### src/rtl/bct_pkg.sv
// ---------------------------------------------------------------------------
// bct_pkg: shared types and constants of the Bezier curve tessellator
// Point type, sequencer states and fixed widths of the datapath.
// ---------------------------------------------------------------------------
`default_nettype none
package bct_pkg;

  localparam int COORD_W = 32;
  localparam int T_W     = 17;   // unsigned Q1.16
  localparam int SEG_W   = 7;    // segment count and index
  localparam int NUM_W   = 23;   // index * 65536 + half divisor
  localparam int REM_W   = 8;
  localparam int DCNT_W  = 5;

  typedef struct packed {
    logic [COORD_W-1:0] z;
    logic [COORD_W-1:0] y;
    logic [COORD_W-1:0] x;
  } pt_t;

  typedef struct packed {
    logic copy;   // working point <= stored point
    logic step;   // working point <= lerp(own, neighbor, t)
  } cell_ctl_t;

  typedef enum logic [2:0] {
    ST_IDLE,
    ST_DIVST,
    ST_DIV,
    ST_LOAD,
    ST_ROUND,
    ST_CAPT
  } state_t;

endpackage
`default_nettype wire

### src/rtl/bct_cell.sv
// ---------------------------------------------------------------------------
// bct_cell: one control point cell of the De Casteljau row
// Holds one stored point and one working point; a step replaces the working
// point by the interpolation toward the right neighbor's working point.
// ---------------------------------------------------------------------------
`default_nettype none
module bct_cell (
  input  wire logic                     clk,
  input  wire logic                     wr_en,
  input  wire bct_pkg::pt_t             wr_pt,
  input  wire bct_pkg::cell_ctl_t       ctl,
  input  wire logic [bct_pkg::T_W-1:0]  t,
  input  wire bct_pkg::pt_t             nbr_w,
  output bct_pkg::pt_t                  w
);

  bct_pkg::pt_t p_r;
  bct_pkg::pt_t w_r;
  bct_pkg::pt_t w_nxt;

  function automatic logic [31:0] lerp(input logic [31:0] a, input logic [31:0] b,
                                       input logic [bct_pkg::T_W-1:0] tt);
    logic signed [32:0] diff;
    logic signed [50:0] prod;
    logic signed [50:0] rnd;
    logic signed [35:0] sh;
    logic signed [35:0] res;
    diff = $signed({b[31], b}) - $signed({a[31], a});
    prod = diff * $signed({1'b0, tt});
    rnd  = prod + 51'sd32768;
    sh   = 36'(rnd >>> 16);
    res  = $signed({{4{a[31]}}, a}) + sh;
    if (res > 36'sd2147483647) begin
      lerp = 32'h7FFF_FFFF;
    end else if (res < -36'sd2147483648) begin
      lerp = 32'h8000_0000;
    end else begin
      lerp = res[31:0];
    end
  endfunction

  always_comb begin
    w_nxt = w_r;
    if (ctl.copy) begin
      w_nxt = p_r;
    end else if (ctl.step) begin
      w_nxt.x = lerp(w_r.x, nbr_w.x, t);
      w_nxt.y = lerp(w_r.y, nbr_w.y, t);
      w_nxt.z = lerp(w_r.z, nbr_w.z, t);
    end
  end

  always_ff @(posedge clk) begin
    if (wr_en) begin
      p_r <= wr_pt;
    end
    w_r <= w_nxt;
  end

  assign w = w_r;

endmodule
`default_nettype wire

### config.mk
export PLATFORM = sky130hd
export DESIGN_NAME = bct_cell
export DESIGN_NICKNAME = d
export VERILOG_FILES = /design/src/rtl/bct_pkg.sv /design/src/rtl/bct_cell.sv
export SDC_FILE = /design/constraint.sdc
export NUM_CORES = 2
export LEC_CHECK = 0
export BUFFER_PORTS_ARGS = -buffer_cell sky130_fd_sc_hd__buf_4
export CELL_PAD_IN_SITES_DETAIL_PLACEMENT = 1
export CELL_PAD_IN_SITES_GLOBAL_PLACEMENT = 2
export CORE_ASPECT_RATIO = 1.2
export CORE_MARGIN = 4
export CORE_UTILIZATION = 30
export CTS_CLUSTER_SIZE = 12
export DETAILED_ROUTE_END_ITERATION = 8
export GPL_ROUTABILITY_DRIVEN = 1
export PLACE_DENSITY_LB_ADDON = 0.3
export SYNTH_ARGS = -nofsm -noshare
export SYNTH_HDL_FRONTEND = slang
export SYNTH_SLANG_ARGS = --single-unit
### constraint.sdc
create_clock -name clk -period 16.9 [get_ports clk]
set_clock_uncertainty 0.15 [all_clocks]
set_input_delay 0.845 -clock clk [delete_from_list [all_inputs] [get_ports clk]]
set_output_delay 0.845 -clock clk [all_outputs]
set_load 0.01 [all_outputs]
==> reports/results.ini <==
[drt]
ant_nets = 0
drc_errors = 0
vias = 60143
viasPerCell = 4.86
wl_per_cell_um = 21.2
dr.pass1.iters = 7
drt-initial-drc-count = 2635
drt-total-wl_um = 262000

[clocking]
ctsHoldBuffers = 0
cts_max_level = 4
cts_resized = 0
path_clk_slew_ns = 0.09
cts.sinks = 192
clk_latency_ns = 0.61
tritoncts = done
cts-root-buf = clkbuf_16
numCtsBuffers = 25
cts_setup_buffers = 0
cts_max_path_buffers = 3

[worst_setup_path]
crit_buf_inv = 5
critPathMostFrequentCell = fa_1
critPathSlowestCell = xnor2_2
critPathCaptureType = flop
path_max_fanout = 28
critPathTopFamily = compound AO/OA/AOI/OAI gates
path_depth = 43
max_stage_delay_ns = 0.89
cp-start-kind = flop
required_ns = 17.05
rr_worst_depth = 43
worstSetupPathType = flop to flop
worstPathArrival_ns = 13.40

[global_route]
grt_max_degree = 102
track_usage_pct = 19.7
grt_pass1_wl_um = 412000
overflow = 0
grt_pass1_vias = 69725
antenna_found_initial = 22

[logic_synthesis]
syn_avg_cell_area_sq_um = 8.88
yosys_warnings = 0
synth_top_area_share_pct = 41.0
synth_top_cells_by_count = inv_1, fa_1, nand2_1
syn_inst = 8854
yosysSeqAreaShare_pct = 7.33
synthFlopType = edfxtp_1
synthDistinctLibCells = 93
synthMostInstantiatedCell = inv_1
synthesis.area_sq_mm = 0.0786
ys_async_sr_fraction_pct = 0
synth_area_leader_cell = fa_1
synth-seq-cells = 192
synth_nets = 11331
synthTopCellsByArea = fa_1, ha_1, inv_1, edfxtp_1, and2_1
synth-edff-count = 192

[floorplanning]
die_w_um = 475
die_h_um = 569
dieArea_sq_mm = 0.270
row_count = 205
io_pins = 309
initial_core_util_pct = 30.2
coreArea_sq_mm = 0.260

[cells_and_area]
drive_gt1_share_pct = 6.58
nNetsFinal = 11406
areaGrowthSynthToFinish_pct = 9.08

[timing]
grt_setup_unrepaired = no
timing.slew.headroom_pct = 18.9
fin_crit_ns = 13.25
finalHoldViolations = 0
worstMarginPinSlew_ns = 1.22
finalCritPeriodShare_pct = 78.4
slew_violations = 0
finalSetupViolCount = 0
setup_tns_ns = 0
max_freq_ghz = 0.0755

[place]
hpwlAfterDp_um = 213000
io_buffers = 308
routabilityCongestion = 0.860

[flow_run]
max-cap-violations = 0

[run_status]
status = finished, final reports clean

[min_path]
hold_depth = 1
hp-class = input pin to flop

state kept, by name, summed over array words and instances (netlist names):
signal,count
p_r,96
w,96
cell usage in the layout (no fill, tap or decap), types with 14 or more instances in the layout:
cell type  count
nand3_1       77
nor2b_1       96
nand2_1      974
o21ai_1       21
a31oi_1       49
o311ai_0      20
o31ai_1       17
ha_1         653
a21o_1       142
o21a_1        36
o21bai_1      54
a211o_1       14
or3_1         25
nor2_1       195
and2_1       760
xnor2_1      181
o211ai_1      57
fa_1        1611
clkbuf_16     25
o21ai_0      187
a21oi_1      295
xor2_1        84
nand2b_1     131
nand4_1       52
and3_1        38
buf_4        457
inv_1       1987
edfxtp_1     192
mux2i_1       41
o22a_1        14
o22ai_1       29
nor3b_1       52
mux2_2        14
a211oi_1      24
nor3_1        58
cell families after synthesis:
logic type | synth area share [%]
AND/OR/NAND/NOR | 16.6
buffers and inverters | 11.5
adder cells (fa/ha/maj) | 51.4
AO/OA/AOI/OAI | 9.34
XOR/XNOR | 3.11
flip-flops | 7.33
multiplexers | 0.722
worst paths after layout:
check                 start      end  slack, ns
setup reg to reg       w[0]    w[29]       3.65
setup / recovery       w[0]    w[29]       3.65
hold reg to reg      p_r[8]     w[8]       0.38
hold / removal    wr_pt[25]  p_r[25]       0.26
worst register-to-register path, delay by kind of cell (launching register included):
family / cells / cell delay, ns
AND/OR/NAND/NOR: 5 / 0.90
buffers and inverters: 5 / 0.52
AO/OA/AOI/OAI: 21 / 5.45
flip-flops: 1 / 0.46
adder cells (fa/ha/maj): 10 / 4.35
XOR/XNOR: 2 / 1.15
metal layers:
metal	global-route usage (%)	up-vias	part of all wire (%)
met4	6.15	14	3.1
met1	23.7	31619	41
met2	36.4	815	53
met5	0	-	0.033
li1	-	27377	-
met3	2.28	318	3.1
stage by stage:
stage	hold WS [ns]	area (sq um)	setup WS, ns	util, %	std cells
global placement	0.357	85000	3.21	32.7	12317
CTS	0.165	85700	3.50	32.9	12350
floorplan	0.346	78600	5.47	-	8854
finish	0.259	85800	3.65	32.9	12363
global route	0.219	85800	2.52	32.9	12356
detailed placement	0.367	85000	3.06	32.7	12317
cell type report:
cell class / count / area, sq um
diodes: 13 / 32.5
well taps: 3415 / 4270
flip-flops and latches: 192 / 5770
fillers: 30331 / 175000
repair buffers: 461 / 3510
inverters: 1991 / 7470
clock inverters: 8 / 115
multi-input cells: 6258 / 64000
clock buffers: 25 / 626
Power is left out: the tool's default activity adds up to more than one toggle a clock period on the data nets, which glitch-free logic cannot reach.
