===== config.mk =====
export PLATFORM = sky130hd
export DESIGN_NAME = bct_tdiv
export DESIGN_NICKNAME = d
export VERILOG_FILES = /design/src/rtl/bct_pkg.sv /design/src/rtl/bct_tdiv.sv
export SDC_FILE = /design/constraint.sdc
export NUM_CORES = 1
export LEC_CHECK = 0
export BUFFER_PORTS_ARGS = -buffer_cell sky130_fd_sc_hd__buf_2
export CAP_MARGIN = 20
export CORE_MARGIN = 2
export CORE_UTILIZATION = 40
export DETAILED_ROUTE_END_ITERATION = 6
export PLACE_DENSITY = 0.73
export SYNTH_ARGS = -nofsm -noshare
export SYNTH_HDL_FRONTEND = slang
export SYNTH_SLANG_ARGS = --single-unit

===== constraint.sdc =====
create_clock -name clk -period 2.1 [get_ports clk]
set_clock_uncertainty 0.15 [all_clocks]
set_input_delay 0.105 -clock clk [delete_from_list [all_inputs] [get_ports clk]]
set_output_delay 0.105 -clock clk [all_outputs]
set_load 0.005 [all_outputs]

===== src/rtl/bct_pkg.sv =====
// ---------------------------------------------------------------------------
// bct_pkg: shared types and constants of the Bezier curve tessellator
// Point type, sequencer states and fixed widths of the datapath.
// ---------------------------------------------------------------------------
`default_nettype none
package bct_pkg;

  localparam int COORD_W = 32;
  localparam int T_W     = 17;   // unsigned Q1.16
  localparam int SEG_W   = 7;    // segment count and index
  localparam int NUM_W   = 23;   // index * 65536 + half divisor
  localparam int REM_W   = 8;
  localparam int DCNT_W  = 5;

  typedef struct packed {
    logic [COORD_W-1:0] z;
    logic [COORD_W-1:0] y;
    logic [COORD_W-1:0] x;
  } pt_t;

  typedef struct packed {
    logic copy;   // working point <= stored point
    logic step;   // working point <= lerp(own, neighbor, t)
  } cell_ctl_t;

  typedef enum logic [2:0] {
    ST_IDLE,
    ST_DIVST,
    ST_DIV,
    ST_LOAD,
    ST_ROUND,
    ST_CAPT
  } state_t;

endpackage
`default_nettype wire


===== src/rtl/bct_tdiv.sv =====
// ---------------------------------------------------------------------------
// bct_tdiv: curve parameter divider
// Restoring division, one quotient bit per cycle, for t = num / den.
// ---------------------------------------------------------------------------
`default_nettype none
module bct_tdiv (
  input  wire logic                          clk,
  input  wire logic                          rst_n,
  input  wire logic                          start,
  input  wire logic [bct_pkg::NUM_W-1:0]     num,
  input  wire logic [bct_pkg::SEG_W-1:0]     den,
  output logic                               done,
  output logic [bct_pkg::T_W-1:0]            quot
);

  logic [bct_pkg::NUM_W-1:0]  q_r, q_nxt;
  logic [bct_pkg::REM_W-1:0]  rem_r, rem_nxt;
  logic [bct_pkg::DCNT_W-1:0] cnt_r, cnt_nxt;
  logic                       busy_r, busy_nxt;
  logic                       done_r, done_nxt;
  logic [bct_pkg::REM_W-1:0]  rem_sh;
  logic [bct_pkg::REM_W-1:0]  den_x;

  assign den_x = {1'b0, den};

  always_comb begin
    q_nxt    = q_r;
    rem_nxt  = rem_r;
    cnt_nxt  = cnt_r;
    busy_nxt = busy_r;
    done_nxt = 1'b0;
    rem_sh   = {rem_r[bct_pkg::REM_W-2:0], q_r[bct_pkg::NUM_W-1]};
    if (start) begin
      q_nxt    = num;
      rem_nxt  = '0;
      cnt_nxt  = '0;
      busy_nxt = 1'b1;
    end else if (busy_r) begin
      if (rem_sh >= den_x) begin
        rem_nxt = rem_sh - den_x;
        q_nxt   = {q_r[bct_pkg::NUM_W-2:0], 1'b1};
      end else begin
        rem_nxt = rem_sh;
        q_nxt   = {q_r[bct_pkg::NUM_W-2:0], 1'b0};
      end
      cnt_nxt = cnt_r + 1'b1;
      if (cnt_r == bct_pkg::DCNT_W'(bct_pkg::NUM_W - 1)) begin
        busy_nxt = 1'b0;
        done_nxt = 1'b1;
      end
    end
  end

  always_ff @(posedge clk) begin
    if (!rst_n) begin
      busy_r <= 1'b0;
      done_r <= 1'b0;
      cnt_r  <= '0;
    end else begin
      busy_r <= busy_nxt;
      done_r <= done_nxt;
      cnt_r  <= cnt_nxt;
    end
    q_r   <= q_nxt;
    rem_r <= rem_nxt;
  end

  assign done = done_r;
  assign quot = q_r[bct_pkg::T_W-1:0];

endmodule
`default_nettype wire

==> out/qor.yml, run 1 <==
placed_design:
  pre_cts_ws_ns: -0.00938
  dpl.hpwl_mm: 3.05
  placedCellCount: 299
  io_buffers: 50
  dpl-instance-area_um2: 2420
  place.gp.congestion: 0.827
floorplan:
  ios: 51
  dieArea_um2: 6060
  start_util: 0.421
  row_count: 26
  die_y_um: 77.8
  die_x_um: 77.8
  core_area_um2: 5170
global_routing:
  antenna_found_initial: 0
  grt_usage: 0.155
  grt_pass1_vias: 1691
  grt_pass1_wl_mm: 7.45
  grt_overflow_total: 0
  grt_max_degree: 24
clock_network:
  clk_path_buf_depth: 2
  insertion_delay_ns: 0.29
  clk_pin_slew_ns: 0.08
  h-tree-depth: 2
  cts_buffers: 5
  cts-root-buf: "clkbuf_8"
  cts_num_sinks: 37
  cts_tree: "done"
pwr:
  total_power_mw: 1.74
  seqPwrFrac: 0.504
  switchingPower_mw: 0.459
  sw_frac_of_total: 0.263
  leakagePower_nw: 1.14
  p_clk_frac: 0.274
  p_int_mw: 1.29
  ir_worst_vdd_mv: 0.335
  power_density_nw_per_um2: 621
  combinationalPowerShare: 0.222
worst_setup_path:
  crit_start: "q_r[22]$_DFFE_PP_"
  reg2reg_from: "q_r[22]$_DFFE_PP_"
  crit_path_start_kind: "flop"
  end_kind: "flop"
  worst_ep_required_time_ns: 2.15
  arrival_ns: 2.18
  crit_path_max_fanout: 7
  worstSetupPathType: "reg2reg"
final_layout:
  design_area_um2: 2810
  area_growth_pct: 28.9
  multi_input_area_um2: 1050
  seqCellArea_um2: 971
  layout_commonest_cell: "buf_2"
  stdcell_count: 334
  drive_gt1_frac: 0.417
  layout_common_cells: "buf_2 (50), dlygate4sd3_1 (23), edfxtp_1 (23)"
  final_nets: 306
  post-route-util: 0.543
  num-fill-cells: 452
  diodes: 0
yosys:
  avgSynthCellArea_um2: 11.1
  yosys.area_share.adder: 0.0608
  synth_top_family_by_area: "compound AO/OA/AOI/OAI gates"
  async_reset_ff_frac: 0
  ys_seq_elements: 37
  synth_cell_types: 50
  synth_mux_area_frac: 0.118
  synth_nets: 240
  synth-edff-count: 23
  yosysSeqAreaShare: 0.445
  synth_xor_area_frac: 0.0281
  synth_compound_area_frac: 0.124
  synth_top_area_share: 0.317
  synthSimpleGateAreaFrac: 0.119
  ys_warn_count: 0
  syn-instance-count: 197
  synth_top_area_cell: "edfxtp_1"
  synthTopCellsByArea: "edfxtp_1 (32%), dfxtp_1 (13%), mux2_2 (11%)"
  yosys_most_used_dff: "edfxtp_1"
  syn_area_um2: 2180
routing:
  dr.pass1.iters: 4
  antenna_left: 0
  vias: 1647
  wl_mm: 4.49
  first_iter_violations: 76
  drc: 0
  routedWlPerCell_um: 13.4
  via_per_inst: 4.93
sta:
  maxSlewHeadroom: 0.630
  fin_setup_tns_ns: -0.0577
  clock.fmax_mhz: 468
  fin_crit_sh: 1.02
  finalSetupViolations: 2
  rsz0062_at_grt: "yes"
  min_period_ns: 2.14
  hold_ws_ns: 0.00432
  setup_ws_ns: -0.0366
  hold_violations: 0
  worst_pin_slew_ns: 0.554
  slew_violations: 0
hold_path:
  hold_path_class: "in2reg"
  min_from: "num[0]"
job:
  maxCapViolations: 0
outcome:
  violations: "negative setup slack"
  status: "finished, violations left"
[what timing repair did]
action | CTS | global route
hold endpoints to repair | 23 | 0
gates cloned | 0 | 0
resized for setup | 2 | 6
pin swaps | 0 | 2
buffers inserted | 2 | 2
setup endpoints to repair | 5 | 7
hold buffers | 23 | 0
[cell usage after synthesis, types with 3 or more instances]
cell / count
xnor2_1: 4
inv_1: 13
nand2_1: 7
a211oi_1: 3
nor2_1: 13
clkbuf_1: 4
nand4_1: 4
edfxtp_1: 23
ha_1: 9
nor3b_1: 4
o21ai_0: 4
buf_4: 17
nand2b_1: 5
xor2_1: 3
dfxtp_1: 14
a41oi_1: 4
mux2_2: 22
[final timing paths]
check                          end  slack, ns  cells after the start
max          rem_r[3]$_SDFFE_PP0P_      -0.04                      7
min reg2reg  cnt_r[3]$_SDFFE_PP0P_       0.39                      2
max reg2reg  rem_r[3]$_SDFFE_PP0P_      -0.04                      7
min               q_r[0]$_DFFE_PP_      0.004                      3
[routing by layer]
metal  wire length [µm]  track usage  up-vias  part of all wire
met5                  0            0        -                 0
met4                 92       0.0643        0             0.020
met1               1960        0.181      780              0.44
met3                117       0.0384        8             0.026
met2               2320        0.271       30              0.52
li1                   -            -      829                 -
[power by group through the flow]
stage	clock [mW]	sequential (mW)	combinational (mW)
6_report	0.478	0.878	0.388
3_5_place_dp	0	0.894	0.332
5_1_grt	0.529	0.887	0.426
4_1_cts	0.497	0.878	0.376
2_1_floorplan	0	0.881	0.267
3_3_place_gp	0	0.892	0.328
[logic make-up after synthesis]
group / count (synthesis)
flip-flops: 37
AO/OA/AOI/OAI: 33
multiplexers: 23
XOR/XNOR: 7
AND/OR/NAND/NOR: 48
adder cells (fa/ha/maj): 10
buffers and inverters: 39
[critical path, stage by stage (launching register included)]
cell	delay (ns)
edfxtp_1	0.35
inv_2	0.05
ha_4	0.15
fa_2	0.34
nand2b_4	0.15
a211o_4	0.37
and3_4	0.22
o31ai_1	0.25
[sequential cells by signal, summed over array words and instances, names as in the netlist]
name,cells
q_r,23
busy_r,1
cnt_r,5
rem_r,7
done,1
[final cells by class]
| class | instances | share of cell area |
|---|---|---|
| Tap cell | 70 | 0.0312 |
| Multi-Input combinational cell | 121 | 0.372 |
| Inverter | 13 | 0.0174 |
| Sequential cell | 37 | 0.346 |
| Timing Repair Buffer | 85 | 0.203 |
| Clock buffer | 5 | 0.0245 |
| Clock inverter | 3 | 0.00623 |
No activity file was read; power rests on OpenSTA's default activity.
==> run 2, diff against run 1 <==
--- a/config.mk
+++ b/config.mk
@@ -8,9 +8,10 @@
 export BUFFER_PORTS_ARGS = -buffer_cell sky130_fd_sc_hd__buf_2
 export CAP_MARGIN = 20
 export CORE_MARGIN = 2
-export CORE_UTILIZATION = 40
+export CORE_UTILIZATION = 48
+export CTS_BUF_LIST = sky130_fd_sc_hd__clkbuf_16
 export DETAILED_ROUTE_END_ITERATION = 6
-export PLACE_DENSITY = 0.73
+export PLACE_DENSITY = 0.83
 export SYNTH_ARGS = -nofsm -noshare
 export SYNTH_HDL_FRONTEND = slang
 export SYNTH_SLANG_ARGS = --single-unit
==> run 2 against run 1 <==
Against the previous run:
- the run still ends with negative setup slack left
- combinational power increased by 5.2%
- cell count decreased by 5.4%
- power increased by 15%
- hold slack improved by 0.0032 ns
- critical endpoint is now rem_r[2]$_SDFFE_PP0P_
==> out/qor.yml, run 2 (same netlist as run 1, synthesis figures left out) <==
job:
  maxCapViolations: 0  # unchanged
pwr:
  power_density_nw_per_um2: 697  # +12%
  ir_worst_vdd_mv: 0.892  # +170%
  leakagePower_nw: 1.18  # +3.3%
  total_power_mw: 2.01  # +15%
hold_path:
  min_from: "num[22]"
  holdPathEnd: "q_r[22]$_DFFE_PP_"
  hold_depth: 2  # -1
  hold_path_class: "in2reg"
final_layout:
  num-fill-cells: 299  # -34%
  seqCellArea_um2: 971  # unchanged
  area_growth_pct: 32.0
  post-route-util: 0.661  # +0.118
  stdcell_count: 316  # -5.4%
  diodes: 0  # unchanged
  top_register: "q_r"
  largestRegisters: "q_r: 23 flops, rem_r: 7 flops, cnt_r: 5 flops"
  layout_common_cells: "buf_2 (50), edfxtp_1 (23), mux2_2 (22), dlygate4sd3_1 (22), dfxtp_1 (14)"
  drive_gt1_frac: 0.424  # +0.00758
  largest_reg_flops: 23  # unchanged
  final_nets: 306  # unchanged
  multi_input_area_um2: 1090  # +3.8%
  layout_commonest_cell: "buf_2"
floorplan:
  row_count: 24  # -7.7%
  die_y_um: 71.4  # -8.3%
  core_area_um2: 4350  # -16%
  die_x_um: 71.4  # -8.3%
  start_util: 0.501  # +0.0792
  ios: 51  # unchanged
  dieArea_um2: 5100  # -16%
worst_setup_path:
  worstSetupPathType: "reg2reg"
  worst_ep_required_time_ns: 2.15  # about the same
  r2r_slack_ns: -0.03  # about the same
  arrival_ns: 2.19  # about the same
  crit_path_start_kind: "flop"
  end_kind: "flop"
  reg2reg_to: "rem_r[2]$_SDFFE_PP0P_"
  reg2reg_from: "q_r[22]$_DFFE_PP_"
  reg2regPathDepth: 7  # unchanged
  crit_path_max_fanout: 6  # -1
routing:
  dr.pass1.iters: 4  # unchanged
  highest-signal-layer: "met4"
  wl_met3_um: 199  # +70%
  first_iter_violations: 147  # +93%
  drc: 0  # unchanged
  antenna_left: 0  # unchanged
  via_per_inst: 5.37  # +8.9%
  vias: 1697  # +3.0%
  met2_length_mm: 2.67  # +15%
  routedWlPerCell_um: 16.1  # +20%
  wl_mm: 5.09  # +13%
  wl_met1_mm: 2.10  # +6.9%
sta:
  hold_violations: 0  # unchanged
  min_period_ns: 2.13  # -0.00222 ns
  finalSetupViolations: 4  # +2
  slew_violations: 0  # unchanged
  fin_crit_sh: 1.02  # -0.00106
  setup_ws_ns: -0.0344  # +0.00222 ns
  rsz0062_at_grt: "yes"
  worst_pin_slew_ns: 0.564  # +0.00963 ns
  maxSlewHeadroom: 0.624  # -0.00642
  clock.fmax_mhz: 469  # +0.10%
clock_network:
  h-tree-depth: 2  # unchanged
  clk_path_buf_depth: 2  # unchanged
  cts-root-buf: "clkbuf_16"
  cts_buffers: 5  # unchanged
  clk_pin_slew_ns: 0.06  # -0.02 ns
  cts_num_sinks: 37  # unchanged
  insertion_delay_ns: 0.28  # about the same
  cts_tree: "done"
outcome:
  violations: "negative setup slack"
  status: "finished, violations left"
placed_design:
  placedCellCount: 281  # -6.0%
  dpl.hpwl_mm: 3.13  # +2.9%
  io_buffers: 50  # unchanged
  place.gp.congestion: 0.783  # -5.4%
global_routing:
  grt_pass1_vias: 1736  # +2.7%
  grt_max_degree: 24  # unchanged
  grt_usage: 0.210  # +0.0543
  antenna_found_initial: 0  # unchanged
  grt_pass1_wl_mm: 8.24  # +11%
  grt_overflow_total: 0  # unchanged
==> run 2: how the worst max path moves through the flow <==
stage,start,to,cells after the start
finish,q_r[22]$_DFFE_PP_,rem_r[2]$_SDFFE_PP0P_,7
floorplan,q_r[22]$_DFFE_PP_,rem_r[2]$_SDFFE_PP0P_,9
detailed placement,q_r[22]$_DFFE_PP_,rem_r[6]$_SDFFE_PP0P_,8
CTS,q_r[22]$_DFFE_PP_,rem_r[0]$_SDFFE_PP0P_,7
global placement,q_r[22]$_DFFE_PP_,rem_r[0]$_SDFFE_PP0P_,7
global route,q_r[22]$_DFFE_PP_,rem_r[2]$_SDFFE_PP0P_,7
==> run 2: through the flow <==
step                setup slack, ns  setup TNS, ns  area [µm²]  hold slack, ns
detailed placement          -0.0332         -0.143        2400           0.245
floorplan                   -0.0462         -0.127        2200          0.0832
CTS                         0.00117              0        2830         0.00280
global placement             0.0164              0        2400           0.201
finish                      -0.0344        -0.0773        2880         0.00749
global route                -0.0730         -0.376        2880         0.00593
==> run 2: timing repair <==
item | CTS | global route
pin swaps | 0 | 4
endpoints found under the setup margin | 6 | 6
endpoints found under the hold margin | 22 | 0
hold buffers | 22 | 0
buffers inserted | 4 | 1
gates resized for setup | 6 | 7
==> run 2: power by group <==
group          switching (mW)  internal [mW]  total, mW
Sequential             0.0358          0.846      0.882
Combinational           0.194          0.214      0.408
Clock                   0.286          0.431      0.717
==> run 2: metal layers <==
metal | vias up | global-route usage
li1 | 830 | -
met1 | 804 | 0.256
met2 | 52 | 0.356
met3 | 11 | 0.0563
met4 | 0 | 0.0776
met5 | - | 0
==> run 2: area by class of cell <==
class                      instances  share of cell area
multi-input combinational        121               0.377
timing repair buffer              85               0.197
clock buffer                       5              0.0435
tap                               52              0.0226
sequential                        37               0.337
clock inverter                     3             0.00478
inverter                          13              0.0170
==> run 2: worst max-delay path: stages, from the launching register on <==
cell and delay (ns):
edfxtp_1 0.34, inv_2 0.06, ha_4 0.15, fa_2 0.34, nand2b_4 0.16, a211o_4 0.37, and3_4 0.24, a311oi_2 0.25
